**config.mk**
```make
export PLATFORM = sky130hd
export DESIGN_NAME = digital_input_edge_counters_unit
export DESIGN_NICKNAME = d
export VERILOG_FILES = /design/src/hw/rtl/dic_pkg.sv /design/src/hw/rtl/dic_input_reg.sv /design/src/hw/rtl/dic_level_ctl.sv /design/src/hw/rtl/dic_counter_bank.sv /design/src/hw/rtl/digital_input_edge_counters_unit.sv
export VERILOG_INCLUDE_DIRS = /design/src /design/src/hw/rtl
export SDC_FILE = /design/constraint.sdc
export NUM_CORES = 2
export LEC_CHECK = 0
export CORE_ASPECT_RATIO = 0.9
export CORE_MARGIN = 10
export CORE_UTILIZATION = 58
export CTS_CLUSTER_DIAMETER = 100
export DETAILED_ROUTE_END_ITERATION = 6
export DONT_BUFFER_PORTS = 1
export PLACE_DENSITY = 0.74
export RECOVER_POWER = 50
export SLEW_MARGIN = 15
export SYNTH_ARGS = -nofsm -noshare
export SYNTH_HDL_FRONTEND = slang
export SYNTH_HIERARCHICAL = 1
export SYNTH_SLANG_ARGS = --single-unit
export TNS_END_PERCENT = 5
```
**constraint.sdc**
```tcl
create_clock -name clock -period 3.8 [get_ports clock]
set_input_delay 0.57 -clock clock [delete_from_list [all_inputs] [get_ports clock]]
set_output_delay 0.57 -clock clock [all_outputs]
set_load 0.01 [all_outputs]
```
**src/hw/rtl/assert_macros.svh**
```systemverilog
// Assertion macros used by the top level of the digital input edge counter block.
// Depends on nothing; simulation builds get checks, synthesis builds get empty bodies.
`ifndef ASSERT_MACROS_SVH
`define ASSERT_MACROS_SVH

`ifndef SYNTHESIS

// The consequent must hold in the same cycle as the antecedent.
`define ASSERT_IMPLIES(label, clk, rst, ante, cons) \
   label: assert property (@(posedge clk) disable iff (rst) (ante) |-> (cons)) \
      else $error("assertion failed: same-cycle implication");

// The consequent must hold in the cycle after the antecedent.
`define ASSERT_NEXT(label, clk, rst, ante, cons) \
   label: assert property (@(posedge clk) disable iff (rst) (ante) |=> (cons)) \
      else $error("assertion failed: next-cycle implication");

`else

`define ASSERT_IMPLIES(label, clk, rst, ante, cons)
`define ASSERT_NEXT(label, clk, rst, ante, cons)

`endif

`endif

```
**src/hw/rtl/dic_pkg.sv**
```systemverilog
// Package for the digital input edge counter block: field widths, action codes,
// parameter defaults and the registered request type. Depends on nothing.
package dic_pkg;

   localparam int ACTION_W = 3;
   localparam int PINS_W   = 8;
   localparam int INDEX_W  = 3;
   localparam int VALUE_W  = 64;
   localparam int LEVEL_W  = 8;
   localparam int DRIVE_W  = 8;
   localparam int READ_W   = 64;

   localparam int DEF_CHANNELS    = 8;
   localparam int DEF_COUNT_WIDTH = 64;

   localparam logic [ACTION_W-1:0] ACT_COUNT_TICK  = 3'd0;
   localparam logic [ACTION_W-1:0] ACT_POLL_TICK   = 3'd1;
   localparam logic [ACTION_W-1:0] ACT_WRITE_COUNT = 3'd2;
   localparam logic [ACTION_W-1:0] ACT_READ_COUNT  = 3'd3;
   localparam logic [ACTION_W-1:0] ACT_CLEAR_EDGE  = 3'd4;
   localparam logic [ACTION_W-1:0] ACT_SET_OUTPUTS = 3'd5;

   typedef struct packed {
      logic                valid;
      logic [ACTION_W-1:0] action;
      logic [PINS_W-1:0]   pins;
      logic [INDEX_W-1:0]  index;
      logic [VALUE_W-1:0]  value;
   } dic_req_type;

endpackage

```
**src/hw/rtl/dic_input_reg.sv**
```systemverilog
// Input register stage: captures one request per accepted transfer.
// Depends on dic_pkg for the request type.
module dic_input_reg (
   input  logic                                clock,
   input  logic                                reset,
   input  logic                                accept,
   input  logic [dic_pkg::ACTION_W-1:0]        action,
   input  logic [dic_pkg::PINS_W-1:0]          pins,
   input  logic [dic_pkg::INDEX_W-1:0]         index,
   input  logic [dic_pkg::VALUE_W-1:0]         value,
   output dic_pkg::dic_req_type                req
);

   logic                         valid_ff;
   logic                         valid_in;
   logic [dic_pkg::ACTION_W-1:0] action_ff;
   logic [dic_pkg::PINS_W-1:0]   pins_ff;
   logic [dic_pkg::INDEX_W-1:0]  index_ff;
   logic [dic_pkg::VALUE_W-1:0]  value_ff;

   assign valid_in = accept;

   always_ff @(posedge clock) begin
      if (reset) begin
         valid_ff <= 1'b0;
      end else begin
         valid_ff <= valid_in;
      end
   end

   always_ff @(posedge clock) begin
      if (accept) begin
         action_ff <= action;
         pins_ff   <= pins;
         index_ff  <= index;
         value_ff  <= value;
      end
   end

   always_comb begin
      req.valid  = valid_ff;
      req.action = action_ff;
      req.pins   = pins_ff;
      req.index  = index_ff;
      req.value  = value_ff;
   end

endmodule

```
**src/hw/rtl/dic_level_ctl.sv**
```systemverilog
// Level state: count-tick previous levels, poll levels, sticky edge latch and
// output drive register. Depends on dic_pkg for widths, codes and the request type.
module dic_level_ctl #(
   parameter int CHANNELS = dic_pkg::DEF_CHANNELS
) (
   input  logic                          clock,
   input  logic                          reset,
   input  dic_pkg::dic_req_type          req,
   output logic [CHANNELS-1:0]           rise,
   output logic [dic_pkg::LEVEL_W-1:0]   polled_next,
   output logic [dic_pkg::LEVEL_W-1:0]   edge_next,
   output logic [dic_pkg::DRIVE_W-1:0]   drive_next
);

   logic [CHANNELS-1:0]         lv;
   logic [CHANNELS-1:0]         count_prev_ff, count_prev_in;
   logic [CHANNELS-1:0]         button_ff, button_in;
   logic [CHANNELS-1:0]         edge_ff, edge_in;
   logic [CHANNELS-1:0]         polled_ff, polled_in;
   logic [dic_pkg::DRIVE_W-1:0] drive_ff, drive_in;

   // Pins are active low; channels beyond the pin field never go active.
   for (genvar g = 0; g < CHANNELS; g++) begin : g_lv
      if (g < dic_pkg::PINS_W) begin : g_pin
         assign lv[g] = ~req.pins[g];
      end else begin : g_none
         assign lv[g] = 1'b0;
      end
   end

   assign rise = lv & ~count_prev_ff;

   always_comb begin
      count_prev_in = count_prev_ff;
      button_in     = button_ff;
      edge_in       = edge_ff;
      polled_in     = polled_ff;
      drive_in      = drive_ff;
      if (req.valid) begin
         unique case (req.action)
            dic_pkg::ACT_COUNT_TICK: begin
               count_prev_in = lv;
            end
            dic_pkg::ACT_POLL_TICK: begin
               polled_in = lv;
               edge_in   = edge_ff | (lv & ~button_ff);
               button_in = lv;
            end
            dic_pkg::ACT_CLEAR_EDGE: begin
               edge_in = '0;
            end
            dic_pkg::ACT_SET_OUTPUTS: begin
               drive_in = req.value[dic_pkg::DRIVE_W-1:0];
            end
            default: begin
            end
         endcase
      end
   end

   always_ff @(posedge clock) begin
      if (reset) begin
         count_prev_ff <= '0;
         button_ff     <= '0;
         edge_ff       <= '0;
         polled_ff     <= '0;
         drive_ff      <= '0;
      end else begin
         count_prev_ff <= count_prev_in;
         button_ff     <= button_in;
         edge_ff       <= edge_in;
         polled_ff     <= polled_in;
         drive_ff      <= drive_in;
      end
   end

   assign polled_next = dic_pkg::LEVEL_W'(polled_in);
   assign edge_next   = dic_pkg::LEVEL_W'(edge_in);
   assign drive_next  = drive_in;

endmodule

```
**src/hw/rtl/dic_counter_bank.sv**
```systemverilog
// Bank of wrapping pulse counters, one per channel, with indexed write and read.
// Depends on dic_pkg for widths, codes and the request type.
module dic_counter_bank #(
   parameter int CHANNELS    = dic_pkg::DEF_CHANNELS,
   parameter int COUNT_WIDTH = dic_pkg::DEF_COUNT_WIDTH
) (
   input  logic                         clock,
   input  logic                         reset,
   input  dic_pkg::dic_req_type         req,
   input  logic [CHANNELS-1:0]          rise,
   output logic [dic_pkg::READ_W-1:0]   read_data
);

   localparam int CH_IDX_W  = (CHANNELS > 1) ? $clog2(CHANNELS) : 1;
   localparam int IDX_EXT_W = 6;

   logic [COUNT_WIDTH-1:0] counts_ff [CHANNELS];
   logic [COUNT_WIDTH-1:0] counts_in [CHANNELS];
   logic [IDX_EXT_W-1:0]   idx_ext;
   logic [CH_IDX_W-1:0]    sel;
   logic                   in_range;
   logic                   do_count;
   logic                   do_write;
   logic                   do_read;

   assign idx_ext  = IDX_EXT_W'(req.index);
   assign sel      = idx_ext[CH_IDX_W-1:0];
   assign in_range = idx_ext < IDX_EXT_W'(CHANNELS);
   assign do_count = req.valid && (req.action == dic_pkg::ACT_COUNT_TICK);
   assign do_write = req.valid && (req.action == dic_pkg::ACT_WRITE_COUNT) && in_range;
   assign do_read  = req.valid && (req.action == dic_pkg::ACT_READ_COUNT) && in_range;

   always_comb begin
      for (int ch = 0; ch < CHANNELS; ch++) begin
         counts_in[ch] = counts_ff[ch];
         if (do_count && rise[ch]) begin
            counts_in[ch] = counts_ff[ch] + COUNT_WIDTH'(1);
         end else if (do_write && (sel == CH_IDX_W'(ch))) begin
            counts_in[ch] = req.value[COUNT_WIDTH-1:0];
         end
      end
   end

   always_ff @(posedge clock) begin
      if (reset) begin
         for (int ch = 0; ch < CHANNELS; ch++) begin
            counts_ff[ch] <= '0;
         end
      end else begin
         for (int ch = 0; ch < CHANNELS; ch++) begin
            counts_ff[ch] <= counts_in[ch];
         end
      end
   end

   // A read never changes a counter, so the current value is the post-update value.
   assign read_data = do_read ? dic_pkg::READ_W'(counts_ff[sel]) : '0;

endmodule

```
**src/hw/rtl/digital_input_edge_counters_unit.sv**
```systemverilog
// Top level of the digital input edge counter block.
// Depends on dic_pkg, assert_macros.svh, dic_input_reg, dic_level_ctl and dic_counter_bank.
//
// Usage:
//   A request is transferred at a rising edge where start is high and busy is low.
//   busy is never raised, so a request may be issued in every cycle.
//   req_action selects a count tick, poll tick, counter write, counter read,
//   edge-latch clear or output-drive load; req_pins, req_index and req_value
//   carry the operands.
//   Every request produces exactly one response, shown for one cycle with
//   rsp_valid high, after its transfer passes through the input register and
//   then through the state update into the response register.
//   Throughput is one request per clock; the counter bank and the level registers
//   update at the same clock edge that loads the response register.
//   The response reports the state after the request: poll levels, sticky edge
//   latch, drive register, and on a read the selected counter (zero otherwise).
//   Synchronous reset clears all counters, level state, the edge latch, the
//   drive register and any request in flight; no response follows reset.
//   The receiver cannot stall; rsp_valid lasts one cycle and must be taken then.
`include "assert_macros.svh"

module digital_input_edge_counters_unit #(
   parameter int CHANNELS    = dic_pkg::DEF_CHANNELS,
   parameter int COUNT_WIDTH = dic_pkg::DEF_COUNT_WIDTH
) (
   input  logic                           clock,
   input  logic                           reset,
   input  logic                           start,
   output logic                           busy,
   input  logic [dic_pkg::ACTION_W-1:0]   req_action,
   input  logic [dic_pkg::PINS_W-1:0]     req_pins,
   input  logic [dic_pkg::INDEX_W-1:0]    req_index,
   input  logic [dic_pkg::VALUE_W-1:0]    req_value,
   output logic                           rsp_valid,
   output logic [dic_pkg::LEVEL_W-1:0]    rsp_input_levels,
   output logic [dic_pkg::LEVEL_W-1:0]    rsp_edge_latch,
   output logic [dic_pkg::READ_W-1:0]     rsp_read_count,
   output logic [dic_pkg::DRIVE_W-1:0]    rsp_output_drive
);

   dic_pkg::dic_req_type        req_stage;
   logic [CHANNELS-1:0]         rise;
   logic [dic_pkg::LEVEL_W-1:0] polled_next;
   logic [dic_pkg::LEVEL_W-1:0] edge_next;
   logic [dic_pkg::DRIVE_W-1:0] drive_next;
   logic [dic_pkg::READ_W-1:0]  read_data;

   logic                        rsp_valid_ff;
   logic [dic_pkg::LEVEL_W-1:0] rsp_levels_ff;
   logic [dic_pkg::LEVEL_W-1:0] rsp_edge_ff;
   logic [dic_pkg::READ_W-1:0]  rsp_read_ff;
   logic [dic_pkg::DRIVE_W-1:0] rsp_drive_ff;

   assign busy = 1'b0;

   dic_input_reg u_input_reg (
      .clock  (clock),
      .reset  (reset),
      .accept (start && !busy),
      .action (req_action),
      .pins   (req_pins),
      .index  (req_index),
      .value  (req_value),
      .req    (req_stage)
   );

   dic_level_ctl #(
      .CHANNELS (CHANNELS)
   ) u_level_ctl (
      .clock       (clock),
      .reset       (reset),
      .req         (req_stage),
      .rise        (rise),
      .polled_next (polled_next),
      .edge_next   (edge_next),
      .drive_next  (drive_next)
   );

   dic_counter_bank #(
      .CHANNELS    (CHANNELS),
      .COUNT_WIDTH (COUNT_WIDTH)
   ) u_counter_bank (
      .clock     (clock),
      .reset     (reset),
      .req       (req_stage),
      .rise      (rise),
      .read_data (read_data)
   );

   always_ff @(posedge clock) begin
      if (reset) begin
         rsp_valid_ff <= 1'b0;
      end else begin
         rsp_valid_ff <= req_stage.valid;
      end
   end

   always_ff @(posedge clock) begin
      if (req_stage.valid) begin
         rsp_levels_ff <= polled_next;
         rsp_edge_ff   <= edge_next;
         rsp_read_ff   <= read_data;
         rsp_drive_ff  <= drive_next;
      end
   end

   assign rsp_valid        = rsp_valid_ff;
   assign rsp_input_levels = rsp_levels_ff;
   assign rsp_edge_latch   = rsp_edge_ff;
   assign rsp_read_count   = rsp_read_ff;
   assign rsp_output_drive = rsp_drive_ff;

   `ASSERT_NEXT(a_accept_to_stage, clock, reset, start && !busy, req_stage.valid)
   `ASSERT_NEXT(a_stage_to_rsp, clock, reset, req_stage.valid, rsp_valid_ff)
   `ASSERT_NEXT(a_clear_edge, clock, reset, req_stage.valid && (req_stage.action == dic_pkg::ACT_CLEAR_EDGE), rsp_edge_latch == '0)
   `ASSERT_NEXT(a_set_drive, clock, reset, req_stage.valid && (req_stage.action == dic_pkg::ACT_SET_OUTPUTS), rsp_output_drive == $past(req_stage.value[dic_pkg::DRIVE_W-1:0]))

endmodule

```
Word-level counts from Yosys, hierarchy flattened --
Memories as Yosys holds them, arrays and structs flattened. A register that Yosys moved wholly into a read port is not among the register bits. Cells that the tools add are included.
Storage, ports and cells: register bits after elaboration 144, output and inout bits 90, word-level logic and storage cells 116, bits of input ports 81, memory bits (writable) 512, memories kept 1
Memories:
- u_counter_bank.counts_ff | depth 8, width 64, rd ports 9, clocked after Yosys merged registers in 1, write ports 8, line dic_counter_bank.sv:17 | logic [COUNT_WIDTH-1:0] counts_ff [CHANNELS];
Cells by class: $lt $le $gt $ge 1, eq/ne operators 12, reduce and logical (&&, ||, !) cells 26, add/subtract/negate cells 8, bitwise gates (word level) 21, mux-type cells 33
Operators with widths (number):
- 2-to-1 mux 64 bit | 24
- adder 64 x 1 -> 64 bit, second input constant | 8
- 2-to-1 mux 8 bit | 5
- logical AND 1 bit | 21
- equality test 3 bit, second input constant | 6
- AND 8 bit | 2
- NOT 8 bit | 2
- case mux 8 bit (2 select lines) | 1
- equality test 3 x 2 -> 1 bit, second input constant | 4
- NOT 1 bit | 8
- OR 1 bit | 8
- OR 8 bit | 1
- equality test 3 x 1 -> 1 bit, second input constant | 2
- zero test 3 bit | 2
- < comparator 3 x 4 -> 1 bit, second input constant | 1
- AND reduction 2 bit | 2
- 2-to-1 mux 1 bit | 3
- zero test 1 bit | 1

Logic depth before layout (Yosys ltp) --
depth in word-level cells 7, gate-level depth with buffers 11, mapped depth without buffers 7

Cells and area by module --
Netlist, hierarchy kept.
By module, submodules not included:
- dic_counter_bank | area an instance 35078.6 µm², times used 1, cells an instance 4643, seq. area each 10249.8 µm²
- digital_input_edge_counters_unit | area an instance 2687.6 µm², times used 1, cells an instance 92, seq. area each 2662.6 µm²
- dic_input_reg | area an instance 2383.5 µm², times used 1, cells an instance 81, seq. area each 2362.3 µm²
- dic_level_ctl | area an instance 1569.0 µm², times used 1, cells an instance 175, seq. area each 800.8 µm²

Worst setup path after synthesis --
OpenSTA, ideal clock, no wires.
kind register to register, from register u_input_reg.valid_ff, to memory u_counter_bank/counts_ff[4][19] in the netlist's numbering, library setup time 0.128 ns, period minus slack after synthesis 2.943 ns, path slack 0.857 ns, data arrival time 2.815 ns, required time 3.672 ns, path buffers 3, cell stages (with the launch flop) 10, cells stage by stage dfxtp_1 > buf_4 > nor4b_4 > buf_2 > and2_1 > clkbuf_1 > nand2_1 > o211a_1 > a211oi_1 > nor2_1
RTL lines:
- start, declared | line dic_input_reg.sv:14 | logic valid_ff;
- start signal, assigned | line dic_input_reg.sv:27 | valid_ff <= valid_in;
- end, declared | line dic_counter_bank.sv:17

==> results by group <==
Run status
  • Status: finished, violations left
  • Failing checks: max-capacitance violations, max-slew violations

Critical path
  • R2r worst-path depth: 6
  • Worst setup endpoint: u_counter_bank/counts_ff[6][37]
  • Setup slack, reg-to-reg: 380 ps
  • FF-to-FF Start: u_input_reg/index_ff[1]
  • CP peak stage delay: 880 ps
  • Worst setup EP type: flip-flop
  • Data required, critical path: 4320 ps
  • Worst-path fanout max: 50
  • Worst setup startpoint: u_input_reg/index_ff[1]
  • R2R Path End: u_counter_bank/counts_ff[6][37]
  • Arr. time, crit path: 3930 ps
  • CP Class: reg -> reg
  • CP Launch Type: flip-flop
  • Critical-path cell with the highest stage delay: edfxtp_1
  • CP cell instances: inv_1 -> or4_1 -> clkbuf_2 -> and3_1 -> a21oi_1 -> o22ai_1

Yosys
  • Post-synthesis simple-gate area fraction: 28.0%
  • Seq/Total Area, Yosys: 38.5%
  • Synth Register Bits: 720
  • Yosys cell types: 87
  • Mapped Avg Cell Area: 8.36 sq um
  • Synth warn: 6
  • XOR/XNOR share of the synthesized area: 2.96%
  • Mapped Cells: 4991
  • Synth Area in Compound Gates: 16.3%
  • Post-synth top flop: dfxtp_1
  • Mux cell area share after synthesis: 9.70%
  • Most area-hungry cell type in the Yosys netlist: dfxtp_1
  • Post-synthesis adder-cell area fraction: 0.240%
  • Mapped cell area: 41700 sq um
  • Number of synthesized flops with an enable pin: 166
  • FFs w/ async S/R, synth: 0%
  • Largest family of logic cells by synthesized area: simple AND/OR/NAND/NOR gates
  • Syn nets: 5080
  • Area share of the largest cell type after synthesis: 26.6%
  • Top cells by area, synth: dfxtp_1 27%, edfxtp_1 12%, nand2_1 7.5%

Route
  • Final WL: 164 mm
  • DR DRC count: 0
  • DR WL/cell: 27.8 um
  • Vias: 42140
  • Initial drt markers: 7344
  • Drt pass-1 iters: 6
  • Final ANT Viol Nets: 0
  • Vias per inst: 7.16

Power and ir drop
  • Power per cell area: 385 nW/um^2
  • Clock share of power: 48.6%
  • Net load switching power: 4380 uW
  • Switching part of the total: 24.8%
  • Int Pwr: 13200 uW
  • Sequential share of power: 47.7%
  • Peak supply drop: 0.443 mV
  • Lkg Pwr: 0.0136 uW
  • Logic pwr share: 3.7%

Clock network
  • Clk root buf: clkbuf_16
  • Clock Latency Late Sink: 670 ps
  • # H-tree levels: 3
  • CTS Hold Buffers Added: 79
  • Clock transition at path regs: 60 ps
  • Clock Tree Buf Depth: 3
  • Resize count post-CTS: 0
  • Total CTS buffers: 80
  • Setup bufs post-CTS: 0
  • Num Clock Sinks: 720
  • TritonCTS clock tree: built

Floorplanning
  • Die Y: 274 um
  • Die W: 303 um
  • Core Area: 71400 sq um
  • FP Rows: 93
  • Initial Utilization: 58.4%
  • Ports: 171
  • Die area: 83100 sq um

Timing
  • Tmin final: 3420 ps
  • Actual slew at the worst max-slew pin: 2040 ps
  • Final hold vios: 0
  • Final Cycle Share: 89.9%
  • Final setup fails: 0
  • Achievable Freq: 0.293 GHz
  • RSZ-0062 raised after global routing: no
  • Clock Skews: 23.1 ps
  • Max-slew violation count: 192
  • Setup TNS: 0 ps
  • Worst slew margin: -36.1%

Final layout
  • Final core occ: 64.1%
  • Final nets: 4952
  • Fin cells: 5884
  • Largest Register: u_counter_bank/counts_ff
  • # fillers: 6184
  • Area growth syn-to-layout: 9.75%
  • Max reg flops: 512
  • Layout cells sized above 1: 9.04%

Placement
  • DPL Wire Length: 116 mm
  • IO Port Bufs: 0
  • Cell Count Post-Placement: 5652
  • GPL Wtd Cong: 1.03

GRT
  • Antenna violations before repair: 6
  • Total track usage: 37.8%
  • Remaining Overflow, GRT: 0
  • Pin count of the biggest net entering global routing: 416
  • First-pass GRT wire length: 241 mm
  • Vias in the first global route: 37628

Worst hold path
  • HP Class: in -> reg

Run
  • Max-cap violation count: 4
[placed cells by master (no fill, tap or decap), types with 17 or more instances in the layout]
master         count
a211oi_1          44
a21oi_1          429
a22oi_1           30
a31oi_1          168
and2_1            31
and3_1           116
and4_1            61
buf_4             89
clkbuf_1          22
clkbuf_16         82
dfxtp_1          553
dlygate4sd3_1     79
edfxtp_1         166
inv_1             44
mux2_2            29
mux2i_1           78
mux4_2           128
nand2_1          835
nand3_1          325
nand4_1          202
nor2_1           303
nor3_1           151
nor4_1            92
o211ai_1         102
o21ai_0          103
o22ai_1           76
o311ai_0          23
or2_2             17
or3_1             76
or4_1             27
xnor2_1           95
xor2_1            46
[worst min path at each step]
stage	from	depth (start not counted)	slack [ps]	to
finish	reset	1	5	u_counter_bank/counts_ff[1][12]
global route	start	0	4	u_input_reg/pins_ff[2]
CTS	start	0	8	u_input_reg/pins_ff[2]
detailed placement	u_level_ctl/polled_ff[1]	2	450	u_level_ctl/polled_ff[1]
global placement	u_level_ctl/button_ff[1]	2	440	u_level_ctl/button_ff[1]
floorplan	u_level_ctl/button_ff[0]	2	440	u_level_ctl/button_ff[0]
[cells by family (layout without fill, tap and decap cells)]
| logic type | count (synthesis) | in the layout |
|---|---|---|
| AO/OA/AOI/OAI | 1099 | 1099 |
| multiplexers | 240 | 240 |
| AND/OR/NAND/NOR | 2339 | 2339 |
| other | 1 | 4 |
| XOR/XNOR | 141 | 141 |
| buffers and inverters | 443 | 383 |
| flip-flops | 720 | 720 |
| adder cells (fa/ha/maj) | 8 | 8 |
[worst max-delay path: cells and delay by family, from the launching register on]
kind / cells / cell delay [ps]
compound gates: 2 / 190
buf+inv: 2 / 1090
flops: 1 / 880
simple gates: 2 / 1050
[layout make-up]
cell class	count	area (sq um)	area share (%)
multi-input cells	3828	23800	52.1
flip-flops and latches	720	16100	35.1
clock buffers	109	2260	4.94
repair buffers	187	1640	3.57
well taps	950	1190	2.60
clock inverters	41	593	1.30
inverters	46	173	0.377
diodes	3	7.51	0.0164
[power by group through the flow]
stage          Clock (uW)  Combinational (uW)  Sequential, uW
6_report             8560                 649            8410
5_1_grt              8880                 688            8400
4_1_cts              8560                 639            8390
3_5_place_dp            0                 569            8560
3_3_place_gp            0                 560            8560
2_1_floorplan           0                 596            8220
[through the flow]
stage | power (uW) | hold WS, ps | instance area, sq um | setup slack (ps)
final | 17600 | 5.10 | 45800 | 384
after global placement | 9120 | 441 | 42300 | 880
after floorplan | 8820 | 437 | 41700 | 857
after detailed placement | 9130 | 451 | 42300 | 771
after CTS | 17600 | 7.62 | 45900 | 759
after global routing | 18000 | 4.08 | 45800 | 294
[routing by layer]
layer  share of wire, %  wire length (um)  GRT usage, %  vias to the layer above
li1                   -                 -             -                    18492
met1                 38             61800          50.8                    19802
met2                 42             69000          55.1                     3217
met3                 13             22000          9.45                      625
met4                6.6             10800          21.2                        4
met5              0.013                21             0                        -
[cells in the mapped netlist, types with 93 or more instances]
cell type	count
clkbuf_1	290
nor4_1	93
dfxtp_1	554
o211ai_1	102
mux4_2	128
nand2_1	835
o21ai_0	103
nand3_1	325
a21oi_1	429
edfxtp_1	166
and3_1	118
xnor2_1	95
a31oi_1	168
nand4_1	202
nor2_1	305
nor3_1	154
No activity file was read; power rests on OpenSTA's default activity.
